**config.mk**
```make
export PLATFORM = sky130hd
export DESIGN_NAME = websocket_frame_receiver_top
export DESIGN_NICKNAME = d
export VERILOG_FILES = /design/src/rtl/wsfr_pkg.sv /design/src/rtl/wsfr_parser.sv /design/src/rtl/websocket_frame_receiver_top.sv
export VERILOG_INCLUDE_DIRS = /design/src /design/src/rtl
export SDC_FILE = /design/constraint.sdc
export NUM_CORES = 1
export LEC_CHECK = 0
export BUFFER_PORTS_ARGS = -buffer_cell sky130_fd_sc_hd__buf_2
export CAP_MARGIN = 40
export CORE_UTILIZATION = 55
export CTS_CLUSTER_DIAMETER = 30
export CTS_CLUSTER_SIZE = 8
export DETAILED_ROUTE_END_ITERATION = 10
export PLACE_DENSITY_LB_ADDON = 0.25
export SYNTH_ARGS = -nofsm -noshare
export SYNTH_HDL_FRONTEND = slang
export SYNTH_SLANG_ARGS = --single-unit
export TNS_END_PERCENT = 1
```
**constraint.sdc**
```tcl
create_clock -name clk -period 10 [get_ports clk]
set_input_delay 2.5 -clock clk [delete_from_list [all_inputs] [get_ports clk]]
set_output_delay 2.5 -clock clk [all_outputs]
set_load 0.01 [all_outputs]
```
**src/rtl/websocket_frame_receiver_top_assert.svh**
```systemverilog
// assertion macros used by the frame receiver parser rtl
`ifndef WEBSOCKET_FRAME_RECEIVER_TOP_ASSERT_SVH
`define WEBSOCKET_FRAME_RECEIVER_TOP_ASSERT_SVH

// same-cycle implication under reset
`define WSFR_ASSERT_IMPLY(label, clk, rst_n, lhs, rhs) \
    label: assert property (@(posedge clk) disable iff (!rst_n) (lhs) |-> (rhs)) \
        else $error("wsfr check failed");

// next-cycle implication under reset
`define WSFR_ASSERT_NEXT(label, clk, rst_n, lhs, rhs) \
    label: assert property (@(posedge clk) disable iff (!rst_n) (lhs) |=> (rhs)) \
        else $error("wsfr check failed");

`endif

```
**src/rtl/wsfr_pkg.sv**
```systemverilog
// types, constants and helper functions of the websocket frame receiver
package wsfr_pkg;

    localparam int LENGTH_BITS_DEF = 64;

    typedef enum logic [1:0] {
        PH_HEADER,
        PH_PAYLOAD,
        PH_ERROR
    } phase_t;

    typedef enum logic [2:0] {
        ST_PENDING  = 3'd0,
        ST_ONGOING  = 3'd1,
        ST_DONE     = 3'd2,
        ST_PROTO    = 3'd3,
        ST_UNMASKED = 3'd4
    } status_t;

    localparam logic [3:0] OP_CONT  = 4'h0;
    localparam logic [3:0] OP_TEXT  = 4'h1;
    localparam logic [3:0] OP_BIN   = 4'h2;
    localparam logic [3:0] OP_CLOSE = 4'h8;
    localparam logic [3:0] OP_PING  = 4'h9;
    localparam logic [3:0] OP_PONG  = 4'hA;

    localparam logic [6:0] LEN_CTRL_MAX = 7'd125;
    localparam logic [6:0] LEN_CODE16   = 7'd126;
    localparam logic [6:0] LEN_CODE64   = 7'd127;

    localparam logic [3:0] EXT_NONE = 4'd0;
    localparam logic [3:0] EXT_16   = 4'd2;
    localparam logic [3:0] EXT_64   = 4'd8;
    localparam logic [3:0] HDR_BASE = 4'd6;

    typedef struct packed {
        logic [63:0] byte_offset;
        logic [15:0] close_code;
        logic        final_flag;
        logic [3:0]  frame_opcode;
        status_t     status;
        logic        payload_valid;
        logic [7:0]  out_byte;
    } result_t;

    function automatic logic opcode_known(input logic [3:0] op);
        return op inside {OP_CONT, OP_TEXT, OP_BIN, OP_CLOSE, OP_PING, OP_PONG};
    endfunction

    function automatic logic close_code_ok(input logic [15:0] c);
        return c inside {[16'd1000:16'd1003], [16'd1007:16'd1011],
                         [16'd3000:16'd3999], [16'd4000:16'd4999]};
    endfunction

endpackage

```
**src/rtl/wsfr_parser.sv**
```systemverilog
// frame header parser, unmasking and close code check for one byte per cycle while step is high
module wsfr_parser #(
    parameter int LENGTH_BITS = wsfr_pkg::LENGTH_BITS_DEF
) (
    input  logic              clk,
    input  logic              rst_n,
    input  logic              step,
    input  logic [7:0]        in_byte,
    output wsfr_pkg::result_t result
);
    import wsfr_pkg::*;

    localparam logic [LENGTH_BITS-1:0] CNT_ONE = LENGTH_BITS'(1);
    localparam logic [LENGTH_BITS-1:0] CNT_TWO = LENGTH_BITS'(2);

    phase_t                 phase_reg, phase_next;
    logic [3:0]             hdr_cnt_reg, hdr_cnt_next;
    logic [3:0]             opcode_reg, opcode_next;
    logic                   final_reg, final_next;
    logic [6:0]             len_code_reg, len_code_next;
    logic [LENGTH_BITS-1:0] len_reg, len_next;
    logic                   len_ovf_reg, len_ovf_next;
    logic [31:0]            key_reg, key_next;
    logic [LENGTH_BITS-1:0] count_reg, count_next;
    logic [15:0]            close_reg, close_next;
    status_t                err_reg, err_next;
    logic                   fault_reg, fault_next;

    logic [3:0]             ext;
    logic [3:0]             hdr_cnt_inc;
    logic                   raise;
    status_t                raise_code;
    status_t                status;
    logic [7:0]             key_byte;
    logic [7:0]             unmasked;
    logic [15:0]            code_full;
    logic                   payload_valid;
    logic [LENGTH_BITS-1:0] offset;

    always_comb
    begin
        case (len_code_reg)
            LEN_CODE16: ext = EXT_16;
            LEN_CODE64: ext = EXT_64;
            default:    ext = EXT_NONE;
        endcase
    end

    assign hdr_cnt_inc = hdr_cnt_reg + 4'd1;

    always_comb
    begin
        case (count_reg[1:0])
            2'd0:    key_byte = key_reg[31:24];
            2'd1:    key_byte = key_reg[23:16];
            2'd2:    key_byte = key_reg[15:8];
            default: key_byte = key_reg[7:0];
        endcase
    end

    assign unmasked  = in_byte ^ key_byte;
    assign code_full = close_reg | {8'h00, unmasked};

    // next state
    always_comb
    begin
        phase_next    = phase_reg;
        hdr_cnt_next  = hdr_cnt_reg;
        opcode_next   = opcode_reg;
        final_next    = final_reg;
        len_code_next = len_code_reg;
        len_next      = len_reg;
        len_ovf_next  = len_ovf_reg;
        key_next      = key_reg;
        count_next    = count_reg;
        close_next    = close_reg;
        err_next      = err_reg;
        fault_next    = fault_reg;
        raise         = 1'b0;
        raise_code    = ST_PROTO;
        status        = ST_PENDING;
        payload_valid = 1'b0;
        offset        = '0;
        if (step)
        begin
            case (phase_reg)
                PH_HEADER:
                begin
                    if (hdr_cnt_reg == 4'd0)
                    begin
                        opcode_next  = in_byte[3:0];
                        final_next   = in_byte[7];
                        count_next   = '0;
                        close_next   = '0;
                        len_next     = '0;
                        len_ovf_next = 1'b0;
                        key_next     = '0;
                        fault_next   = !opcode_known(in_byte[3:0]) || (in_byte[6:4] != 3'd0)
                                       || (in_byte[3] && !in_byte[7]);
                    end
                    else if (hdr_cnt_reg == 4'd1)
                    begin
                        len_code_next = in_byte[6:0];
                        if (fault_reg || (opcode_reg[3] && in_byte[6:0] > LEN_CTRL_MAX))
                        begin
                            raise = 1'b1;
                        end
                        else if (!in_byte[7])
                        begin
                            raise      = 1'b1;
                            raise_code = ST_UNMASKED;
                        end
                        else if (in_byte[6:0] < LEN_CODE16)
                        begin
                            len_next = LENGTH_BITS'(in_byte[6:0]);
                        end
                    end
                    else if (hdr_cnt_reg < 4'd2 + ext)
                    begin
                        len_next     = {len_reg[LENGTH_BITS-9:0], in_byte};
                        len_ovf_next = len_ovf_reg || (|len_reg[LENGTH_BITS-1:LENGTH_BITS-8]);
                        if (hdr_cnt_reg == 4'd1 + ext && (len_ovf_next
                            || (LENGTH_BITS == 64 && len_next[LENGTH_BITS-1])))
                        begin
                            raise = 1'b1;
                        end
                    end
                    else
                    begin
                        key_next = {key_reg[23:0], in_byte};
                    end
                    if (!raise)
                    begin
                        hdr_cnt_next = hdr_cnt_inc;
                        if (hdr_cnt_inc == HDR_BASE + ext)
                        begin
                            hdr_cnt_next = 4'd0;
                            if (opcode_reg == OP_CLOSE && len_next == CNT_ONE)
                            begin
                                raise = 1'b1;
                            end
                            else if (len_next == '0)
                            begin
                                status = ST_DONE;
                            end
                            else
                            begin
                                phase_next = PH_PAYLOAD;
                            end
                        end
                    end
                end
                PH_PAYLOAD:
                begin
                    if (opcode_reg == OP_CLOSE && count_reg == '0)
                    begin
                        close_next = {unmasked, 8'h00};
                    end
                    else if (opcode_reg == OP_CLOSE && count_reg == CNT_ONE)
                    begin
                        close_next = code_full;
                        raise      = !close_code_ok(code_full);
                    end
                    if (!raise)
                    begin
                        count_next    = count_reg + CNT_ONE;
                        payload_valid = 1'b1;
                        offset        = count_reg;
                        if (count_next >= len_reg)
                        begin
                            status       = ST_DONE;
                            phase_next   = PH_HEADER;
                            hdr_cnt_next = 4'd0;
                        end
                        else
                        begin
                            status = ST_ONGOING;
                        end
                    end
                end
                default:
                begin
                end
            endcase
            if (raise)
            begin
                phase_next = PH_ERROR;
                err_next   = raise_code;
            end
        end
    end

    // result of the item in flight
    always_comb
    begin
        result              = '0;
        result.frame_opcode = opcode_next;
        result.final_flag   = final_next;
        if (phase_next == PH_ERROR)
        begin
            result.status = err_next;
        end
        else
        begin
            result.status        = status;
            result.payload_valid = payload_valid;
            result.out_byte      = payload_valid ? unmasked : 8'h00;
            result.byte_offset   = 64'(offset);
            result.close_code    = (opcode_next == OP_CLOSE && count_next >= CNT_TWO)
                                   ? close_next : 16'h0000;
        end
    end

    always_ff @(posedge clk or negedge rst_n)
    begin
        if (!rst_n)
        begin
            phase_reg    <= PH_HEADER;
            hdr_cnt_reg  <= '0;
            opcode_reg   <= '0;
            final_reg    <= 1'b0;
            len_code_reg <= '0;
            len_reg      <= '0;
            len_ovf_reg  <= 1'b0;
            key_reg      <= '0;
            count_reg    <= '0;
            close_reg    <= '0;
            err_reg      <= ST_PENDING;
            fault_reg    <= 1'b0;
        end
        else
        begin
            phase_reg    <= phase_next;
            hdr_cnt_reg  <= hdr_cnt_next;
            opcode_reg   <= opcode_next;
            final_reg    <= final_next;
            len_code_reg <= len_code_next;
            len_reg      <= len_next;
            len_ovf_reg  <= len_ovf_next;
            key_reg      <= key_next;
            count_reg    <= count_next;
            close_reg    <= close_next;
            err_reg      <= err_next;
            fault_reg    <= fault_next;
        end
    end

`include "websocket_frame_receiver_top_assert.svh"

    `WSFR_ASSERT_NEXT(a_error_sticky, clk, rst_n, phase_reg == PH_ERROR, phase_reg == PH_ERROR)
    `WSFR_ASSERT_IMPLY(a_error_code, clk, rst_n, phase_reg == PH_ERROR,
        err_reg == ST_PROTO || err_reg == ST_UNMASKED)
    `WSFR_ASSERT_IMPLY(a_payload_no_hdr_cnt, clk, rst_n, phase_reg == PH_PAYLOAD,
        hdr_cnt_reg == 4'd0)
    `WSFR_ASSERT_IMPLY(a_valid_status, clk, rst_n, result.payload_valid,
        result.status == ST_ONGOING || result.status == ST_DONE)

endmodule

```
**src/rtl/websocket_frame_receiver_top.sv**
```systemverilog
// websocket frame receiver top level with input and result registers
// usage:
//   s_axis carries the client-to-server stream, one raw byte per item
//   m_axis returns exactly one result item for every input byte
//   each result holds the unmasked byte, the frame status, opcode, fin bit,
//   close code and payload offset; tuser flags a payload byte
// timing:
//   an item accepted into the input register passes through the parser logic
//   into the result register, which drives m_axis
//   one item per cycle sustained while m_axis_tready stays high; the header, unmask
//   and length compare logic is combinational between input and result registers
// reset:
//   rst_n clears the pipeline valids and puts the parser in the header state
//   with all counters, key and errors cleared
// stall:
//   while m_axis_tready is low the result register holds, and s_axis_tready
//   drops once the input register is also full; no item is lost
//   after a protocol or unmasked error the status stays sticky until reset
module websocket_frame_receiver_top #(
    parameter int LENGTH_BITS = wsfr_pkg::LENGTH_BITS_DEF
) (
    input  logic        clk,
    input  logic        rst_n,
    input  logic        s_axis_tvalid,
    output logic        s_axis_tready,
    input  logic [7:0]  s_axis_tdata,  // in_byte
    output logic        m_axis_tvalid,
    input  logic        m_axis_tready,
    output logic [95:0] m_axis_tdata,  // out_byte, status, frame_opcode, final_flag,
                                       // close_code, byte_offset
    output logic        m_axis_tuser   // payload_valid
);
    import wsfr_pkg::*;

    logic       in_valid_reg;
    logic [7:0] in_byte_reg;
    logic       out_valid_reg;
    result_t    out_reg;
    result_t    result;
    logic       out_ready;
    logic       step;

    assign out_ready     = !out_valid_reg || m_axis_tready;
    assign step          = in_valid_reg && out_ready;
    assign s_axis_tready = !in_valid_reg || out_ready;

    always_ff @(posedge clk or negedge rst_n)
    begin
        if (!rst_n)
        begin
            in_valid_reg  <= 1'b0;
            out_valid_reg <= 1'b0;
        end
        else
        begin
            if (s_axis_tready)
            begin
                in_valid_reg <= s_axis_tvalid;
            end
            if (out_ready)
            begin
                out_valid_reg <= in_valid_reg;
            end
        end
    end

    always_ff @(posedge clk)
    begin
        if (s_axis_tvalid && s_axis_tready)
        begin
            in_byte_reg <= s_axis_tdata;
        end
        if (step)
        begin
            out_reg <= result;
        end
    end

    wsfr_parser #(
        .LENGTH_BITS (LENGTH_BITS)
    ) u_parser (
        .clk     (clk),
        .rst_n   (rst_n),
        .step    (step),
        .in_byte (in_byte_reg),
        .result  (result)
    );

    assign m_axis_tvalid = out_valid_reg;
    assign m_axis_tuser  = out_reg.payload_valid;
    assign m_axis_tdata  = {out_reg.byte_offset, out_reg.close_code, out_reg.final_flag,
                            out_reg.frame_opcode, out_reg.status, out_reg.out_byte};

endmodule

```
==> impl_metrics.ini, run 1 <==
[setup_path]
r2r-start = u_parser.count_reg[0]
cp-startpoint = u_parser.count_reg[0]
endpoint = u_parser.phase_reg[0]
path_buf_inv = 0
cpMostUsedCell = a21o_1
reg2reg_slack_ns = 3.76
path_cells = ha_1 -> nand3_1 -> nor4_4 -> nand4_1 -> nor3_1 -> and3_1 -> xor2_1 -> ha_1 -> a21o_1 -> a21o_1 -> a21o_1 -> a21o_1 -> a21oi_1 -> o21a_1 -> o221ai_1 -> o21ai_0 -> and3b_1 -> o21ai_0 -> a221oi_1
max_stage_delay_ns = 0.76
critPathMaxFanout = 24
required_ns = 10.45
timing.rr.end = u_parser.phase_reg[0]
cp_num_cells = 19
arrival_ns = 6.69
rr_worst_depth = 19
start_kind = flip-flop
worst-setup-path-type = reg -> reg
path_delay_family = simple AND/OR/NAND/NOR gates
crit_slowest_cell = ha_1
crit_path_end_kind = flip-flop

[synthesis]
synth_compound_area_share_pct = 15.73
synthFlopType = dfrtp_1
yosysWarningCount = 0
synth_top_family_by_area = simple AND/OR/NAND/NOR gates
syn_area_um2 = 16890
ys_ff_latch = 306
yosys-top-cells-area = dfrtp_1, edfxtp_1, ha_1
syn_inst = 1710
ys_types = 84
synth_enable_flop_cells = 105
synth_area_leader_cell = dfrtp_1
synth_xor_area_share_pct = 4.096
postSynthAreaPerCell_um2 = 9.879
synth.area.mux_share_pct = 1.215
ys_async_sr_fraction_pct = 65.69
synth.net_count = 1797
synth_seq_area_share_pct = 48.44
synth_adder_area_share_pct = 5.555
yosys.area_share.simple_pct = 19.89
synth_top_area_share_pct = 29.77

[power]
finalPower_mw = 5.964
p_leak_nw = 8.935
powerDensity_nw_per_um2 = 295.8
vdd_ir_drop_max_mv = 0.1598

[final_layout]
num_antenna_cells = 0
syn2layout_area_growth_pct = 19.36
seq_area_um2 = 8183
final_cell_area_um2 = 20160
multi_input_area_um2 = 7876
drive_above_1_share_pct = 16.48
largest_reg_flops = 96
instances_no_fill = 2259
final_cell_mix = dfrtp_1, nand2_1, o21ai_0
nets = 1900
final_common_cell = dfrtp_1
n_fill_cell = 2326

[detailed_routing]
drtPass1Iterations = 7
antenna_left = 0
wirelength_um = 50640
drt-wirelength-per-cell_um = 22.41
vias = 14270
viasPerCell = 6.317
drt_iter0_markers = 1721
remaining_drc_errors = 0

[sta]
setup_viol = 0
layout_min_cycle_time_ns = 6.239
finalHoldViolCount = 0
rsz0062_at_grt = false
fmax_ghz = 0.1603
fin_crit_sh_pct = 62.39
finalClockSkew_ns = 0.02996
fin_ws_ns = 3.761
fin_setup_tns_ns = 0
worst_pin_slew_ns = 0.9324
relSlewSlack_pct = 37.39
slew_violations = 0

[floorplanning]
die_y_um = 177.3
pin_count = 111
row_count = 63
dieArea_um2 = 31420
initial_core_util_pct = 56.40
coreArea_um2 = 29950
die_w_um = 177.3

[clock_tree]
cts_tree = yes
clockRootBuffer = clkbuf_16
hold_buffers = 0
postCtsSetupBuffers = 0
tritoncts.num_buffers = 71
clock-sinks = 306
clk_latency_ns = 0.57
cts.clk_slew.worst_paths_ns = 0.04
ctsResizeCount = 0
h-tree-depth = 3
cts.path.max_buffers = 3

[global_routing]
grtUsageTotal_pct = 32.86
grt-ovfl-total = 0
grt_max_degree = 78
grt_pass1_vias = 13600
grt_antenna_before_repair = 0
grt_pass1_wl_um = 78450

[outcome]
status = finished, final reports clean

[placement]
routabilityCongestion = 1.006
dp_slack_ns = 3.845
place_area_um2 = 17720
dp_cells = 2130
portBuffers = 110
dp_hpwl_um = 36310

[run]
maxCapViolations = 0

[min_path]
hold_path_class = reg -> reg
hold_path.startpoint = u_parser.err_reg[2]
==> how the worst min path moves through the flow <==
stage | end | slack [ns] | depth (start not counted)
detailed placement | u_parser.err_reg[2] | 0.47 | 2
global placement | u_parser.err_reg[2] | 0.46 | 2
floorplan | u_parser.err_reg[2] | 0.44 | 2
finish | u_parser.err_reg[2] | 0.48 | 2
CTS | u_parser.err_reg[2] | 0.48 | 2
global route | u_parser.err_reg[2] | 0.50 | 2
==> metrics by stage <==
step | hold WS [ns] | utilization (%)
final | 0.4846 | 67.32
after detailed placement | 0.4675 | 59.16
after global routing | 0.5039 | 67.32
after global placement | 0.4552 | 58.88
after floorplan | 0.4406 | -
after CTS | 0.4818 | 67.32
==> cell usage after synthesis (14+ instances only) <==
library cell / n
o31ai_1: 16
nand3_1: 51
nand2_1: 167
o21ai_0: 123
a21o_1: 34
a22o_1: 65
xor2_1: 24
nand4_1: 43
clkbuf_1: 68
and2_1: 57
buf_2: 19
a31oi_1: 15
nand2b_1: 14
ha_1: 75
nor3_1: 39
nor2_1: 99
xnor2_1: 55
inv_1: 104
edfxtp_1: 105
dfrtp_1: 201
nor4_1: 49
nor2b_1: 17
a21oi_1: 51
==> tightest hold or removal path, delay by kind of cell (launching register included) <==
kind / cells / cell delay [ns]
DFF: 1 / 0.32
and+or+nand+nor: 2 / 0.12
==> layer usage <==
| metal | global-route usage [%] | vias to the layer above | share of wire (%) |
|---|---|---|---|
| met1 | 48.38 | 6999 | 44 |
| li1 | - | 6434 | - |
| met5 | 0 | - | 0 |
| met4 | 12.00 | 0 | 3.3 |
| met3 | 7.775 | 114 | 10 |
| met2 | 46.86 | 723 | 43 |
==> power breakdown <==
group | total [mW] | leakage [nW] | internal (mW) | switching [mW]
registers | 1.83 | 3.76 | 1.56 | 0.272
clock network | 2.34 | 1.19 | 1.60 | 0.743
logic | 1.79 | 3.98 | 0.665 | 1.12
==> final cells by class <==
cell class | count | area share [%]
well taps | 390 | 2.420
clock buffers | 83 | 9.239
flip-flops and latches | 306 | 40.58
clock inverters | 46 | 2.885
multi-input cells | 1195 | 39.06
inverters | 105 | 1.967
repair buffers | 134 | 3.847
==> kinds of logic (layout without fill, tap and decap cells) <==
logic type,count (synthesis),count (layout)
XOR/XNOR,79,79
AND/OR/NAND/NOR,630,630
multiplexers,19,19
adder cells (fa/ha/maj),75,75
flip-flops,306,306
buffers and inverters,209,368
AO/OA/AOI/OAI,392,392
Power figures use the tool's default switching activity.
==> run 2: changes to the inputs <==
- clock period: 10 -> 5.15 ns (I/O delays scaled with it)
==> impl_metrics.ini, run 2 (synthesis results as in run 1) <==
[global_routing]
grtUsageTotal_pct = 34.82
grt_pass1_vias = 13973
grt_antenna_before_repair = 2
grt-ovfl-total = 0
grt_pass1_wl_um = 82340
grt_max_degree = 102

[clock_tree]
cts_tree = yes
tritoncts.num_buffers = 67
cts.clk_slew.worst_paths_ns = 0.05
cts.path.max_buffers = 3
clk_latency_ns = 0.57
hold_buffers = 0
clockRootBuffer = clkbuf_16
clock-sinks = 306
h-tree-depth = 3

[setup_path]
required_ns = 5.57
critPathMaxFanout = 8
worst-setup-path-type = reg -> reg
start_kind = flip-flop
max_stage_delay_ns = 0.70
arrival_ns = 5.44
cpMostUsedCell = o21ai_0
crit_slowest_cell = or4_1
crit_path_end_kind = flip-flop
path_cells = nand4_2 -> or4_1 -> nor4_4 -> and2_0 -> xor2_1 -> ha_1 -> a21o_1 -> a21oi_1 -> nor2b_1 -> o21ai_0 -> nand2b_1 -> a21oi_1 -> nor2b_1 -> o21ai_0 -> and3b_1 -> o21ai_0 -> a221oi_1

[sta]
hold_ws_ns = 0.4893
layout_min_cycle_time_ns = 5.021
fin_crit_sh_pct = 97.49
finalClockSkew_ns = 0.03163
fmax_ghz = 0.1992
worst_pin_slew_ns = 0.8788
finalHoldViolCount = 0
fin_ws_ns = 0.1293
relSlewSlack_pct = 41.41
rsz0062_at_grt = true
fin_setup_tns_ns = 0
setup_viol = 0
slew_violations = 0

[power]
powerDensity_nw_per_um2 = 558.1
sw_frac_of_total_pct = 37.29
internal_power_mw = 7.154
power_frac_seq_pct = 30.7
p_leak_nw = 9.108
switchingPower_mw = 4.254
p_clk_share_pct = 36.7
combPwrFrac_pct = 32.6
vdd_ir_drop_max_mv = 0.3588

[floorplanning]
row_count = 63
die_y_um = 177.3
coreArea_um2 = 29950
initial_core_util_pct = 56.40
die_w_um = 177.3
dieArea_um2 = 31420
pin_count = 111

[detailed_routing]
antenna_left = 0
wirelength_um = 53850
vias = 14588
drtPass1Iterations = 5
drt-wirelength-per-cell_um = 23.24
remaining_drc_errors = 0
viasPerCell = 6.296
drt_iter0_markers = 1808

[outcome]
status = finished, final reports clean

[placement]
portBuffers = 110
dp_hpwl_um = 38600
dp_slack_ns = 0.2640
routabilityCongestion = 1.044
dp_cells = 2189

[final_layout]
final_cell_mix = dfrtp_1, nand2_1, o21ai_0
largest_reg_flops = 96
final_common_cell = dfrtp_1
drive_above_1_share_pct = 19.06
nets = 1958
instances_no_fill = 2317
syn2layout_area_growth_pct = 20.99

[run]
maxCapViolations = 0

[min_path]
hold_path_class = reg -> reg
-- run 2: through the flow --
step / total power [mW] / utilization [%] / area (um^2)
6_report: 11.41 / 68.24 / 20440
2_1_floorplan: 5.786 / - / 16890
5_1_grt: 11.93 / 68.23 / 20440
3_5_place_dp: 7.087 / 60.62 / 18160
4_1_cts: 11.33 / 68.07 / 20390
3_3_place_gp: 6.992 / 60.44 / 18100
-- run 2: per-layer routing --
metal	wire length, um	vias up	track usage, %
met2	23250	819	50.59
met1	23280	7079	50.79
met5	9	-	0
met4	1639	2	12.96
met3	5675	123	7.603
li1	-	6565	-
-- run 2: worst max-delay path, delay by kind of cell (launching register included) --
kind                       cells  cell delay (ns)
and+or+nand+nor                8             2.34
AOI/OAI and AO/OA              7             1.53
DFF                            1             0.52
adders and majority gates      1             0.27
xor gates and xnor gates       1             0.20
-- run 2: power groups by stage --
stage | clock network (mW) | registers [mW] | logic, mW
after detailed placement | 0 | 3.52 | 3.57
final | 4.18 | 3.51 | 3.72
after floorplan | 0 | 3.39 | 2.40
after global routing | 4.34 | 3.56 | 4.02
after global placement | 0 | 3.50 | 3.49
after CTS | 4.22 | 3.49 | 3.61
-- run 2: path summary, 6_finish.rpt --
check | from | endpoint | slack [ns] | cells after the start
min in group asynchronous | rst_n | u_parser.count_reg[52] | 0.55 | 1
hold / removal | u_parser.err_reg[2] | u_parser.err_reg[2] | 0.49 | 2
max in group asynchronous | rst_n | u_parser.len_reg[25] | 3.41 | 3
hold reg to reg | u_parser.err_reg[2] | u_parser.err_reg[2] | 0.49 | 2
setup / recovery | u_parser.count_reg[30] | u_parser.phase_reg[0] | 0.13 | 17
setup reg to reg | u_parser.count_reg[30] | u_parser.phase_reg[0] | 0.13 | 17
-- run 2: area by class of cell --
cell class                 count  area (um^2)
fill                        2335         9514
sequential                   306         8183
multi-input combinational   1195         7903
clock buffer                  84         1782
timing repair buffer         196         1236
tap                          390        488.0
clock inverter                40        449.2
inverter                     105        396.6
antenna                        1        2.502
-- run 2: what timing repair did --
action                     in CTS  in global routing
buffers inserted                0                  3
gates resized for setup         0                  5
setup endpoints to repair       0                 21
